[config.mk]
export PLATFORM = sky130hd
export DESIGN_NAME = mtwg_core_flat
export DESIGN_NICKNAME = d
export VERILOG_FILES = /design/src/rtl/mtwg_pkg.sv /design/src/rtl/mtwg_if.sv /design/src/rtl/mtwg_core.sv /design/src/flat_wrapper.sv
export SDC_FILE = /design/constraint.sdc
export NUM_CORES = 1
export LEC_CHECK = 0
export ABC_CLOCK_PERIOD_IN_PS = 18400
export BUFFER_PORTS_ARGS = -buffer_cell sky130_fd_sc_hd__buf_2
export CORE_MARGIN = 2
export CORE_UTILIZATION = 40
export CTS_CLUSTER_DIAMETER = 200
export DETAILED_ROUTE_END_ITERATION = 8
export SETUP_SLACK_MARGIN = 0.3
export SYNTH_ARGS = -nofsm -noshare
export SYNTH_HDL_FRONTEND = slang
export SYNTH_SLANG_ARGS = --single-unit
[constraint.sdc]
create_clock -name clk -period 18.4 [get_ports clk]
set_input_delay 3.68 -clock clk [delete_from_list [all_inputs] [get_ports clk]]
set_output_delay 3.68 -clock clk [all_outputs]
set_load 0.01 [all_outputs]
[src/rtl/mtwg_pkg.sv]
`timescale 1ns / 1ps
// ----------------------------------------------------------------------------
// mtwg_pkg
// Constants and helper functions shared by the MT19937 word generator.
// ----------------------------------------------------------------------------
package mtwg_pkg;

  localparam int unsigned STATE_WORDS  = 624;
  localparam int unsigned TWIST_OFFSET = 397;
  localparam int unsigned WORD_W       = 32;

  localparam logic [31:0] TWIST_MATRIX  = 32'h9908_b0df;
  localparam logic [31:0] TEMPER_MASK_B = 32'h9d2c_5680;
  localparam logic [31:0] TEMPER_MASK_C = 32'hefc6_0000;
  localparam logic [31:0] INIT_MULT     = 32'h6c07_8965;
  localparam logic [31:0] DEFAULT_SEED  = 32'd5489;

  // Item kinds on the input channel
  localparam logic KIND_RESEED = 1'b0;
  localparam logic KIND_DRAW   = 1'b1;

  // Output tempering: four shift/mask/xor steps
  function automatic logic [31:0] temper(input logic [31:0] w);
    logic [31:0] t;
    t = w;
    t = t ^ (t >> 11);
    t = t ^ ((t << 7) & TEMPER_MASK_B);
    t = t ^ ((t << 15) & TEMPER_MASK_C);
    t = t ^ (t >> 18);
    return t;
  endfunction

  // Twist recurrence on the mixed upper/lower word and the offset word
  function automatic logic [31:0] twist(input logic [31:0] mixed, input logic [31:0] far_word);
    logic [31:0] t;
    t = far_word ^ (mixed >> 1);
    if (mixed[0]) begin
      t = t ^ TWIST_MATRIX;
    end
    return t;
  endfunction

endpackage

[src/rtl/mtwg_if.sv]
`timescale 1ns / 1ps
// ----------------------------------------------------------------------------
// mtwg_in_if / mtwg_out_if
// Valid/ready channels for the request and result beats.
// ----------------------------------------------------------------------------
interface mtwg_in_if;
  logic        valid;
  logic        ready;
  logic        kind;
  logic [31:0] seed_value;

  modport source (output valid, output kind, output seed_value, input ready);
  modport sink   (input valid, input kind, input seed_value, output ready);
endinterface

interface mtwg_out_if;
  logic        valid;
  logic        ready;
  logic [31:0] random_word;

  modport source (output valid, output random_word, input ready);
  modport sink   (input valid, input random_word, output ready);
endinterface

[src/rtl/mtwg_core.sv]
`timescale 1ns / 1ps
// ----------------------------------------------------------------------------
// mtwg_core
// Sequencer for seeding, twisting and tempering, with the result register.
// ----------------------------------------------------------------------------
module mtwg_core #(
  parameter int unsigned STATE_WORDS = mtwg_pkg::STATE_WORDS,
  localparam int unsigned AW = $clog2(STATE_WORDS),
  localparam int unsigned PW = $clog2(STATE_WORDS + 1)
) (
  input  logic            clk,
  input  logic            rst_n,
  mtwg_in_if.sink         in_ch,
  mtwg_out_if.source      out_ch,
  output logic            wr_en,
  output logic [AW-1:0]   wr_addr,
  output logic [31:0]     wr_data,
  output logic [AW-1:0]   rd_addr_a,
  output logic [AW-1:0]   rd_addr_b,
  input  logic [31:0]     rd_data_a,
  input  logic [31:0]     rd_data_b
);

  typedef enum logic [2:0] {
    ST_IDLE,
    ST_FILL,
    ST_RD0,
    ST_RD1,
    ST_TW
  } state_t;

  localparam logic [PW:0]   WORDS_X  = (PW+1)'(STATE_WORDS);
  localparam logic [PW:0]   OFFSET_X = (PW+1)'(mtwg_pkg::TWIST_OFFSET);
  localparam logic [PW-1:0] POS_END  = PW'(STATE_WORDS);
  localparam logic [AW-1:0] LAST_IDX = AW'(STATE_WORDS - 1);

  state_t        state_r, state_nxt;
  logic [PW-1:0] pos_r, pos_nxt;
  logic [AW-1:0] cnt_r, cnt_nxt;
  logic [AW-1:0] cur_r, cur_nxt;
  logic [AW-1:0] next_r, next_nxt;
  logic [AW-1:0] far_r, far_nxt;
  logic [31:0]   seed_r, seed_nxt;
  logic [31:0]   prev_r, prev_nxt;
  logic [31:0]   mixed_r, mixed_nxt;
  logic          out_valid_r, out_valid_nxt;
  logic [31:0]   out_word_r, out_word_nxt;

  logic          in_fire;
  logic          out_free;
  logic [AW-1:0] pos_start;
  logic [PW:0]   far_sum;
  logic [31:0]   fill_word;
  logic [31:0]   fresh;

  assign in_ch.ready      = (state_r == ST_IDLE);
  assign in_fire          = in_ch.valid && in_ch.ready;
  assign out_ch.valid     = out_valid_r;
  assign out_ch.random_word = out_word_r;
  assign out_free         = !out_valid_r || out_ch.ready;

  // Wrap the read position at the end of a generation
  assign pos_start = (pos_r >= POS_END) ? '0 : pos_r[AW-1:0];
  assign far_sum   = (PW+1)'(pos_start) + OFFSET_X;

  // Seeding step: one multiply and add per word
  assign fill_word = (mtwg_pkg::INIT_MULT * (prev_r ^ (prev_r >> 30))) + 32'(cnt_r);
  assign fresh     = mtwg_pkg::twist(mixed_r, rd_data_a);

  // Next-state and datapath
  always_comb begin
    state_nxt     = state_r;
    pos_nxt       = pos_r;
    cnt_nxt       = cnt_r;
    cur_nxt       = cur_r;
    next_nxt      = next_r;
    far_nxt       = far_r;
    seed_nxt      = seed_r;
    prev_nxt      = prev_r;
    mixed_nxt     = mixed_r;
    out_valid_nxt = out_valid_r && !out_ch.ready;
    out_word_nxt  = out_word_r;
    wr_en         = 1'b0;
    wr_addr       = cur_r;
    wr_data       = fresh;
    rd_addr_a     = cur_r;
    rd_addr_b     = next_r;

    case (state_r)
      ST_IDLE: begin
        if (in_fire) begin
          if (in_ch.kind == mtwg_pkg::KIND_RESEED) begin
            seed_nxt  = in_ch.seed_value;
            cnt_nxt   = '0;
            state_nxt = ST_FILL;
          end else begin
            cur_nxt   = pos_start;
            next_nxt  = (pos_start == LAST_IDX) ? '0 : pos_start + AW'(1);
            far_nxt   = (far_sum >= WORDS_X) ? AW'(far_sum - WORDS_X) : AW'(far_sum);
            state_nxt = ST_RD0;
          end
        end
      end
      ST_FILL: begin
        wr_en    = 1'b1;
        wr_addr  = cnt_r;
        wr_data  = (cnt_r == '0) ? seed_r : fill_word;
        prev_nxt = wr_data;
        if (cnt_r == LAST_IDX) begin
          pos_nxt   = POS_END;
          state_nxt = ST_IDLE;
        end else begin
          cnt_nxt = cnt_r + AW'(1);
        end
      end
      ST_RD0: begin
        // fetch the current and neighbor words
        state_nxt = ST_RD1;
      end
      ST_RD1: begin
        mixed_nxt = {rd_data_a[31], rd_data_b[30:0]};
        rd_addr_a = far_r;
        state_nxt = ST_TW;
      end
      ST_TW: begin
        // hold the offset word read until the result register is free
        rd_addr_a = far_r;
        if (out_free) begin
          wr_en         = 1'b1;
          out_valid_nxt = 1'b1;
          out_word_nxt  = mtwg_pkg::temper(fresh);
          pos_nxt       = PW'(cur_r) + PW'(1);
          state_nxt     = ST_IDLE;
        end
      end
      default: begin
        state_nxt = ST_IDLE;
      end
    endcase
  end

  // State and registered outputs
  always_ff @(posedge clk) begin
    if (!rst_n) begin
      state_r     <= ST_FILL;
      cnt_r       <= '0;
      seed_r      <= mtwg_pkg::DEFAULT_SEED;
      pos_r       <= POS_END;
      out_valid_r <= 1'b0;
    end else begin
      state_r     <= state_nxt;
      cnt_r       <= cnt_nxt;
      seed_r      <= seed_nxt;
      pos_r       <= pos_nxt;
      out_valid_r <= out_valid_nxt;
    end
    cur_r      <= cur_nxt;
    next_r     <= next_nxt;
    far_r      <= far_nxt;
    prev_r     <= prev_nxt;
    mixed_r    <= mixed_nxt;
    out_word_r <= out_word_nxt;
  end

  // Read position never runs past the end of a generation
  a_pos_range: assert property (@(posedge clk) disable iff (!rst_n)
    pos_r <= POS_END)
    else $error("read position out of range");

  // A completed fill leaves a new generation due
  a_fill_done: assert property (@(posedge clk) disable iff (!rst_n)
    (state_r == ST_FILL && cnt_r == LAST_IDX) |=> (pos_r == POS_END))
    else $error("fill did not mark a generation due");

  // A new result beat comes only out of the twist step
  a_out_src: assert property (@(posedge clk) disable iff (!rst_n)
    $rose(out_valid_r) |-> $past(state_r == ST_TW))
    else $error("result beat without a twist");

  // Neither the offset word nor the neighbor word is the word being rewritten
  a_far_ne: assert property (@(posedge clk) disable iff (!rst_n)
    (state_r == ST_TW) |-> (far_r != cur_r && next_r != cur_r))
    else $error("twist operands alias the written word");

  // No request beat is taken while seeding
  a_no_take_fill: assert property (@(posedge clk) disable iff (!rst_n)
    (state_r == ST_FILL) |-> !in_ch.ready)
    else $error("request taken during fill");

endmodule

[src/flat_wrapper.sv]
// flat-port wrapper written by rule: the top's interface ports become plain ports
module mtwg_core_flat 
#(
  parameter int unsigned STATE_WORDS = mtwg_pkg::STATE_WORDS,
  localparam int unsigned AW = $clog2(STATE_WORDS),
  localparam int unsigned PW = $clog2(STATE_WORDS + 1)
)
  (clk, rst_n, wr_en, wr_addr, wr_data, rd_addr_a, rd_addr_b, rd_data_a, rd_data_b, in_ch_valid, in_ch_kind, in_ch_seed_value, in_ch_ready, out_ch_valid, out_ch_random_word, out_ch_ready);
  mtwg_in_if in_ch_i ();
  mtwg_out_if out_ch_i ();
  input  logic clk;
  input  logic rst_n;
  output logic wr_en;
  output logic [AW-1:0] wr_addr;
  output logic [31:0] wr_data;
  output logic [AW-1:0] rd_addr_a;
  output logic [AW-1:0] rd_addr_b;
  input  logic [31:0] rd_data_a;
  input  logic [31:0] rd_data_b;
  input wire logic [$bits(in_ch_i.valid)-1:0] in_ch_valid;
  input wire logic [$bits(in_ch_i.kind)-1:0] in_ch_kind;
  input wire logic [$bits(in_ch_i.seed_value)-1:0] in_ch_seed_value;
  output wire logic [$bits(in_ch_i.ready)-1:0] in_ch_ready;
  output wire logic [$bits(out_ch_i.valid)-1:0] out_ch_valid;
  output wire logic [$bits(out_ch_i.random_word)-1:0] out_ch_random_word;
  input wire logic [$bits(out_ch_i.ready)-1:0] out_ch_ready;
  assign in_ch_i.valid = in_ch_valid;
  assign in_ch_i.kind = in_ch_kind;
  assign in_ch_i.seed_value = in_ch_seed_value;
  assign in_ch_ready = in_ch_i.ready;
  assign out_ch_valid = out_ch_i.valid;
  assign out_ch_random_word = out_ch_i.random_word;
  assign out_ch_i.ready = out_ch_ready;
  mtwg_core #(.STATE_WORDS(STATE_WORDS)) u_core (.clk(clk), .rst_n(rst_n), .in_ch(in_ch_i), .out_ch(out_ch_i), .wr_en(wr_en), .wr_addr(wr_addr), .wr_data(wr_data), .rd_addr_a(rd_addr_a), .rd_addr_b(rd_addr_b), .rd_data_a(rd_data_a), .rd_data_b(rd_data_b));
endmodule
==> results of run 1 <==
-- final cells by class --
type,count,area (um^2),share of cell area [%]
clock buffer,17,425,2.19
antenna,1,2.50,0.0129
clock inverter,15,163,0.837
sequential,182,4900,25.2
timing repair buffer,212,1100,5.66
tap,546,683,3.51
inverter,311,1170,6.01
multi-input combinational,1162,11000,56.5
-- Yosys cell counts, drive strengths merged (5+ instances only) --
cell      n  area [um^2]
inv     311         1170
ha      243         3040
nand2   164          616
fa      153         3060
xnor2   129         1130
edfxtp  126         3780
nor2     66          248
xor2     61          534
dfxtp    56         1120
o21ai    43          226
a21oi    42          210
clkbuf   35          155
a21boi   28          210
nor3     23          120
mux2     22          248
nand3    22          110
a21o     17          130
and3     14         87.6
nor2b    14         87.6
a31oi    13         81.3
and2     10         63.8
or3      10         62.6
a22oi     8         65.1
buf       8         42.5
nand4     8         62.6
o31ai     8         60.1
a211oi    6         50.1
nand2b    6         37.5
o21a      5         38.8
o21bai    5         37.5
or2       5         31.3
-- worst max-delay path, delay by kind of cell, from the launching register on --
kind / cells / cell delay (ps)
simple gates: 5 / 1390
fa+ha+maj: 9 / 3680
buf+inv: 7 / 730
flops: 1 / 500
xor+xnor: 2 / 370
mux: 1 / 230
compound gates: 2 / 550
-- how the worst min path moves through the flow --
stage / startpoint / endpoint / slack [ps] / depth (start not counted)
5_1_grt: u_core.seed_r[17] / u_core.seed_r[17] / 490 / 2
3_5_place_dp: u_core.seed_r[8] / u_core.seed_r[8] / 460 / 2
4_1_cts: u_core.seed_r[28] / u_core.seed_r[28] / 470 / 2
6_report: u_core.seed_r[28] / u_core.seed_r[28] / 470 / 2
2_1_floorplan: u_core.seed_r[23] / u_core.seed_r[23] / 440 / 2
3_3_place_gp: u_core.seed_r[8] / u_core.seed_r[8] / 450 / 2
-- state kept, by name, summed over array words and instances, names as in the netlist --
signal,flops
u_core.cnt_r,10
u_core.cur_r,10
u_core.far_r,10
u_core.mixed_r,32
u_core.out_ch.random_word,32
u_core.out_ch.valid,1
u_core.pos_r,10
u_core.prev_r,32
u_core.rd_addr_b,10
u_core.seed_r,32
u_core.state_r,3
-- per-stage QoR --
step / hold slack [ps] / utilization, %
after global routing: 494 / 45.4
after detailed placement: 459 / 44.0
after global placement: 454 / 44.0
final: 470 / 45.4
after CTS: 473 / 45.4
after floorplan: 439 / -
-- logic make-up (layout without fill, tap and decap cells) --
family / count (synthesis) / after routing / synth area share [%]
multiplexers: 26 / 26 / 1.67
adder cells (fa/ha/maj): 396 / 396 / 35.4
buffers and inverters: 355 / 555 / 7.96
other: 0 / 1 / 0
flip-flops: 182 / 182 / 28.4
XOR/XNOR: 190 / 190 / 9.64
AO/OA/AOI/OAI: 194 / 194 / 7.44
AND/OR/NAND/NOR: 356 / 356 / 9.53
-- metal layers --
metal,up-vias,track usage [%],share of wire [%]
met1,6003,27.5,45
met4,8,6.75,2.6
met5,-,0,0.12
met2,313,34.4,47
li1,5923,-,-
met3,79,4.76,5.7
==> results.tsv, run 1 <==
stage	metric	value	unit
run_status	outcome	completed	
drt	wire_per_inst	18.3	um
yosys	synth_area	17300	um^2
yosys	async_flop_share	0	%
global_route	grt_pass1_vias	13100	
floorplan	die_w	212	um
floorplan	row_count	76	
critical_path	crit_path_end_kind	output port	
placed_design	gp_congestion	0.888	
sta	tightest_slew	882	ps
global_route	grt_usage	21.0	%
drt	drc	0	
clock_network	cts_hold_buf	0	
global_route	grt_overflow	0	
cells_and_area	fin_area	19400	um^2
clock_network	clk_pin_slew	70	ps
floorplan	pin_count	198	
cells_and_area	area_growth	12.6	%
drt	routed_via_density	5.04	
yosys	synth.distinct_cells	69	
clock_network	post_cts_resized	0	
cells_and_area	drive_gt1_share	15.0	%
floorplan	core_area	42800	um^2
critical_path	slowest_stage	fa_1	
yosys	ys_warn_count	0	
drt	dr.pass1.iters	5	
yosys	synthesis.nets	2196	
critical_path	critPathMaxFanout	9	
critical_path	rr_worst_depth	25	
clock_network	h-tree-depth	4	
critical_path	path_class	flip-flop to output port	
placed_design	dpl_cell_area	18800	um^2
sta	slew_headroom	41.0	%
yosys	ys_ff_latch	182	
cells_and_area	fin_nets	2383	
placed_design	port-buffer-count	196	
clock_network	numClockSinks	182	
floorplan	initial_core_util	40.3	%
cells_and_area	instances_no_fill	2446	
placed_design	hpwlAfterDp	36200	um
yosys	synth_edf_count	126	
sta	setup_violations	0	
cells_and_area	final_cell_mix	inv_1 (310), ha_1 (243), buf_2 (196), nand2_1 (164), fa_1 (153)	
cells_and_area	final_common_cell	inv_1	
worst_hold_path	hold_class	flip-flop to flip-flop	
sta	period_needed	11600	ps
sta	rsz0062_at_grt	no	
clock_network	cts-root-buf	clkbuf_16	
drt	routed_wl	44800	um
sta	hold_viol_final	0	
cells_and_area	fillers	4108	
global_route	grt_pass1_wl	71600	um
drt	drtAntennaViolNets	0	
sta	worst_slack	6800	ps
critical_path	crit_top_cell	fa_1	
yosys	synth.avg_cell_area	10.2	um^2
global_route	antenna_found_initial	5	
placed_design	dp.cells	2413	
sta	slew_viol_final	0	
critical_path	cp-startpoint	u_core.prev_r[31]	
critical_path	start_kind	flip-flop	
floorplan	dieArea	44800	um^2
critical_path	endpoint	wr_data[31]	
floorplan	die_h	212	um
sta	tns	0	ps
job	maxCapViolations	0	
critical_path	required	14720	ps
critical_path	worst_ep_arrival_time	7920	ps
drt	drtIter0Drc	713	
clock_network	cts_buffers	17	
sta	fin_crit_sh	63.1	%
yosys	syn_inst	1699	
critical_path	r2r_slack	10940	ps
clock_network	cts_buffer_depth	2	
critical_path	critPathMaxStageDelay	560	ps
clock_network	clkLatencyLatePin	460	ps
global_route	grt_max_degree	59	
yosys	synth_flop_cell	edfxtp_1	
placed_design	dpl_worst_slack	7360	ps
critical_path	worstReg2RegStart	u_core.prev_r[31]	
sta	fin_skew	17.1	ps
clock_network	cts_setup_buffers	0	
drt	num_vias	12300	
yosys	ys_seq_area_share	28.4	%
sta	max_freq	0.0862	GHz
clock_network	cts_tree	yes	
critical_path	r2r-end	u_core.prev_r[31]	
Power of run 1 is left out: the tool's default activity adds up to more than one toggle a clock period on the data nets, which glitch-free logic cannot reach.
==> inputs of run 2 (changes only) <==
Settings changed: ABC_CLOCK_PERIOD_IN_PS 18400 to 11680.
Clock period 18.4 ns to 11.68 ns, I/O delays scaled along.
==> run 2 against run 1 <==
Wire length grew 1.5%. Sequential cell count is the same. Final cell count is essentially flat. Register-to-register slack lost 6500 ps. First-iteration DRC count grew 5.3%. Core utilization shrank 0.096 points. Cell area shrank 0.21%. Via count grew 0.45%. Non-clock buffer count shrank 1. Critical path depth is the same.
==> results.tsv, run 2 (same netlist as run 1, synthesis figures left out) <==
stage	metric	value	unit	change
floorplan	pin_count	198		unchanged
global_route	antenna_found_initial	5		unchanged
critical_path	cp.depth	26		unchanged
clock_network	clkLatencyLatePin	460	ps	about the same
sta	max_freq	0.0999	GHz	
job	maxCapViolations	0		unchanged
clock_network	clk_pin_slew	80	ps	about the same
critical_path	slowest_stage	fa_1		
cells_and_area	final_cell_mix	inv_1 (310), ha_1 (243), buf_2 (196), nand2_1 (164), fa_1 (153)		
critical_path	crit_buf_inv	6		-1
placed_design	gp_congestion	0.869		-2.2%
drt	dr.pass1.iters	5		unchanged
sta	period_needed	10010	ps	
clock_network	numClockSinks	182		unchanged
floorplan	row_count	76		unchanged
sta	tightest_slew	991	ps	+109 ps
critical_path	path_class	flip-flop to output port		
critical_path	required	9340	ps	-5380 ps
critical_path	critPathMaxStageDelay	530	ps	-30 ps
critical_path	cp-startpoint	u_core.prev_r[30]		
drt	drtAntennaViolNets	0		unchanged
worst_hold_path	hold_depth	2		unchanged
clock_network	cts_buffers	17		unchanged
cells_and_area	fin_nets	2382		-0.042%
clock_network	cts_buffer_depth	2		unchanged
sta	fin_crit_sh	85.7	%	
critical_path	worst_ep_arrival_time	7670	ps	-250 ps
placed_design	port-buffer-count	196		unchanged
sta	slew_headroom	33.7	%	-7.3 points
floorplan	dieArea	44800	um^2	unchanged
run_status	outcome	completed		
critical_path	crit_path_end_kind	output port		
placed_design	hpwlAfterDp	36300	um	+0.14%
cells_and_area	drive_gt1_share	15.0	%	-0.045 points
cells_and_area	diodes	0		-1
sta	rsz0062_at_grt	no		
global_route	grt_pass1_wl	71800	um	+0.20%
global_route	grt_usage	21.1	%	+0.12 points
critical_path	worstReg2RegStart	u_core.prev_r[30]		
floorplan	die_h	212	um	unchanged
worst_hold_path	min-delay-start	u_core.seed_r[8]		
clock_network	cts-root-buf	clkbuf_16		
sta	tns	0	ps	unchanged
critical_path	crit_top_cell	fa_1		
sta	worst_hold_slack	469	ps	-1.72 ps
drt	drc	0		unchanged
drt	num_vias	12400		+0.45%
drt	routed_via_density	5.07		+0.53%
sta	hold_viol_final	0		unchanged
clock_network	cts_hold_buf	0		unchanged
floorplan	die_w	212	um	unchanged
critical_path	start_kind	flip-flop		
sta	fin_skew	11.9	ps	-5.18 ps
drt	routed_wl	45500	um	+1.5%
cells_and_area	final_common_cell	inv_1		
clock_network	h-tree-depth	4		unchanged
critical_path	critPathMaxFanout	8		-1
cells_and_area	fillers	4112		+0.097%
global_route	grt_pass1_vias	12900		-1.3%
clock_network	cts_tree	yes		
sta	slew_viol_final	0		unchanged
sta	setup_violations	0		unchanged
drt	drtIter0Drc	751		+5.3%
floorplan	initial_core_util	40.3	%	unchanged
global_route	grt_overflow	0		unchanged
floorplan	core_area	42800	um^2	unchanged
critical_path	rr_worst_depth	24		-4.0%
worst_hold_path	hold_class	flip-flop to flip-flop		
clock_network	cts_setup_buffers	0		unchanged
global_route	grt_max_degree	60		+1.7%
cells_and_area	area_growth	12.4	%	
clock_network	post_cts_resized	0		unchanged
critical_path	cp_top_family	adder cells		
drt	wire_per_inst	18.6	um	+1.6%
-- run 2: cell count changes in the layout (fill, tap and decap cells not counted) --
| cell | previous run | this run |
|---|---|---|
| bufinv_16 | 1 | 0 |
| inv_6 | 4 | 5 |
| clkinv_4 | 0 | 2 |
| inv_8 | 2 | 4 |
| buf_4 | 16 | 15 |
| clkinvlp_4 | 5 | 2 |
| clkinv_8 | 2 | 0 |
| clkinv_2 | 1 | 2 |
| diode_2 | 1 | 0 |
-- run 2: per-stage QoR --
step	worst slack [ps]	utilization, %	area, um^2	cells
floorplan	2700	-	17300	1699
global placement	2160	44.0	18800	2412
detailed placement	2190	44.0	18800	2412
CTS	1660	45.3	19400	2444
global route	1260	45.3	19400	2444
finish	1670	45.3	19400	2444
-- run 2: path summary, 6_finish.rpt --
kind / endpoint / slack [ps]
setup / recovery: wr_data[30] / 1670
hold / removal: u_core.seed_r[8] / 470
setup reg to reg: u_core.prev_r[30] / 4470
hold reg to reg: u_core.seed_r[8] / 470
-- run 2: routing by layer --
metal	GRT usage, %	share of wire (%)
met1	28.2	45
met2	34.9	48
met3	4.06	5.3
met4	5.78	2.1
met5	0	0.13
-- run 2: area by class of cell --
class                   instances  area (um^2)  share of cell area [%]
inverters                     311         1170                    6.02
multi-input cells            1162        11000                    56.7
well taps                     546          683                    3.52
repair buffers                211         1090                    5.64
flip-flops and latches        182         4900                    25.3
clock buffers                  17          425                    2.19
clock inverters                15          131                   0.677
-- run 2: worst reg2reg max path, delay by kind of cell, from the launching register on --
| family | cells | cell delay (ps) |
|---|---|---|
| flops | 1 | 510 |
| compound gates | 4 | 890 |
| xor+xnor | 3 | 580 |
| simple gates | 3 | 850 |
| fa+ha+maj | 9 | 3720 |
| buf+inv | 5 | 390 |
Power of run 2 is left out for the same reason.
==> inputs of run 3 (changes only) <==
Settings changed: ABC_CLOCK_PERIOD_IN_PS 11680 to 10200.
Clock period 11.68 ns to 10.2 ns, I/O delays scaled along.
==> run 3 against run 2 <==
First-iteration DRC count is 3.2% higher. Core utilization is 0.35 points higher. Clock-buffer cell count is 1 higher. Worst setup slack worse by 990 ps. Final cell count is 0.65% higher. Register-to-register slack worse by 1300 ps. Worst hold slack better by 3.7 ps. Non-clock buffer count is 14 higher. Global-route usage hardly changed.
==> results.tsv, run 3 (same netlist as run 1, synthesis figures left out) <==
stage	metric	value	unit	change
run_status	outcome	completed		
critical_path	path_class	flip-flop to output port		
clock_network	cts_tree	yes		
critical_path	critPathMaxFanout	8		unchanged
sta	fin_skew	7.86	ps	-4.08 ps
clock_network	cts_hold_buf	0		unchanged
cells_and_area	area_growth	13.2	%	
sta	slew_headroom	38.5	%	+4.7 points
placed_design	hpwlAfterDp	37000	um	+2.1%
floorplan	die_w	212	um	unchanged
drt	num_vias	12400		+0.48%
drt	dr.pass1.iters	5		unchanged
floorplan	pin_count	198		unchanged
drt	drc	0		unchanged
drt	wire_per_inst	18.4	um	-0.91%
sta	setup_violations	0		unchanged
global_route	grt_overflow	0		unchanged
sta	tightest_slew	923	ps	-68.3 ps
cells_and_area	fin_nets	2396		+0.59%
cells_and_area	final_common_cell	inv_1		
clock_network	numClockSinks	182		unchanged
sta	worst_hold_slack	472	ps	+3.70 ps
sta	rsz0062_at_grt	no		
drt	routed_wl	45300	um	-0.26%
drt	drtAntennaViolNets	0		unchanged
sta	fin_crit_sh	93.3	%	
clock_network	clkLatencyLatePin	450	ps	about the same
sta	hold_viol_final	0		unchanged
global_route	grt_pass1_wl	72000	um	+0.24%
placed_design	gp_congestion	0.876		+0.82%
global_route	grt_max_degree	59		-1.7%
cells_and_area	drive_gt1_share	15.7	%	+0.73 points
critical_path	start_kind	flip-flop		
critical_path	crit_path_end_kind	output port		
sta	max_freq	0.105	GHz	
critical_path	worst_ep_arrival_time	7480	ps	-190 ps
global_route	antenna_found_initial	6		+1
floorplan	initial_core_util	40.3	%	unchanged
cells_and_area	final_cell_mix	inv_1 (310), ha_1 (243), buf_2 (196), nand2_1 (164), fa_1 (153)		
clock_network	clk_pin_slew	70	ps	about the same
global_route	grt_pass1_vias	13000		+0.37%
floorplan	row_count	76		unchanged
job	maxCapViolations	0		unchanged
sta	slew_viol_final	0		unchanged
clock_network	cts_buffer_depth	2		unchanged
floorplan	dieArea	44800	um^2	unchanged
placed_design	port-buffer-count	196		unchanged
global_route	grt_usage	21.1	%	about the same
clock_network	cts_buffers	17		unchanged
floorplan	core_area	42800	um^2	unchanged
sta	tns	0	ps	unchanged
clock_network	cts-root-buf	clkbuf_16		
clock_network	h-tree-depth	4		unchanged
drt	routed_via_density	5.06		-0.18%
sta	period_needed	9520	ps	
critical_path	required	8160	ps	-1180 ps
floorplan	die_h	212	um	unchanged
drt	drtIter0Drc	775		+3.2%
worst_hold_path	hold_class	flip-flop to flip-flop		
==> run 3: cell count changes in the layout (fill, tap and decap cells not counted), sizes merged <==
cell	change
buf	+14
clkinv	+2
clkinvlp	-2
diode	+2
clkbuf	+1
inv	-1
==> run 3: final cells by class <==
type	count	area, um^2
clock inverter	14	135
sequential	182	4900
clock buffer	18	439
timing repair buffer	225	1200
tap	546	683
antenna	2	5.00
fill	4125	23200
inverter	311	1170
multi-input combinational	1162	11000
==> run 3: stage by stage <==
step                cell area [um^2]  util, %  std cells  setup WS [ps]
finish                         19500     45.7       2460            683
global route                   19500     45.7       2459            318
CTS                            19500     45.5       2453            609
detailed placement             18900     44.2       2421           1140
global placement               18900     44.2       2421           1150
floorplan                      17300        -       1699           1510
==> run 3: layer usage <==
layer  routed length [um]  track usage (%)  vias to the layer above
met1                20300             28.4                     6079
li1                     -                -                     5942
met4                  970             5.93                        8
met3                 2750             3.95                       61
met5                   52                0                        -
met2                21300             34.7                      350
==> run 3: repair_timing <==
item,in CTS,in global routing
buffers inserted,0,5
setup endpoints to repair,0,2
resized for setup,0,3
==> run 3: critical path: stages, from the launching register on <==
cell	delay [ps]
edfxtp_1	740
ha_1	340
ha_1	320
fa_1	510
inv_1	60
fa_1	550
inv_1	60
fa_1	520
fa_1	450
fa_1	560
inv_1	60
fa_1	540
inv_1	40
ha_1	350
a21o_1	230
o21bai_1	160
a221o_1	330
nor3_1	150
a31oi_1	130
a31oi_1	240
buf_4	170
mux2i_1	210
o311a_1	190
buf_2	150
==> run 3: final timing paths <==
path | from | end | slack (ps) | cells after the start
setup / recovery | u_core.prev_r[15] | wr_data[30] | 680 | 23
hold reg to reg | u_core.seed_r[1] | u_core.seed_r[1] | 470 | 2
hold / removal | u_core.seed_r[1] | u_core.seed_r[1] | 470 | 2
setup reg to reg | u_core.prev_r[16] | u_core.prev_r[31] | 3200 | 22
Power of run 3 is left out for the same reason.
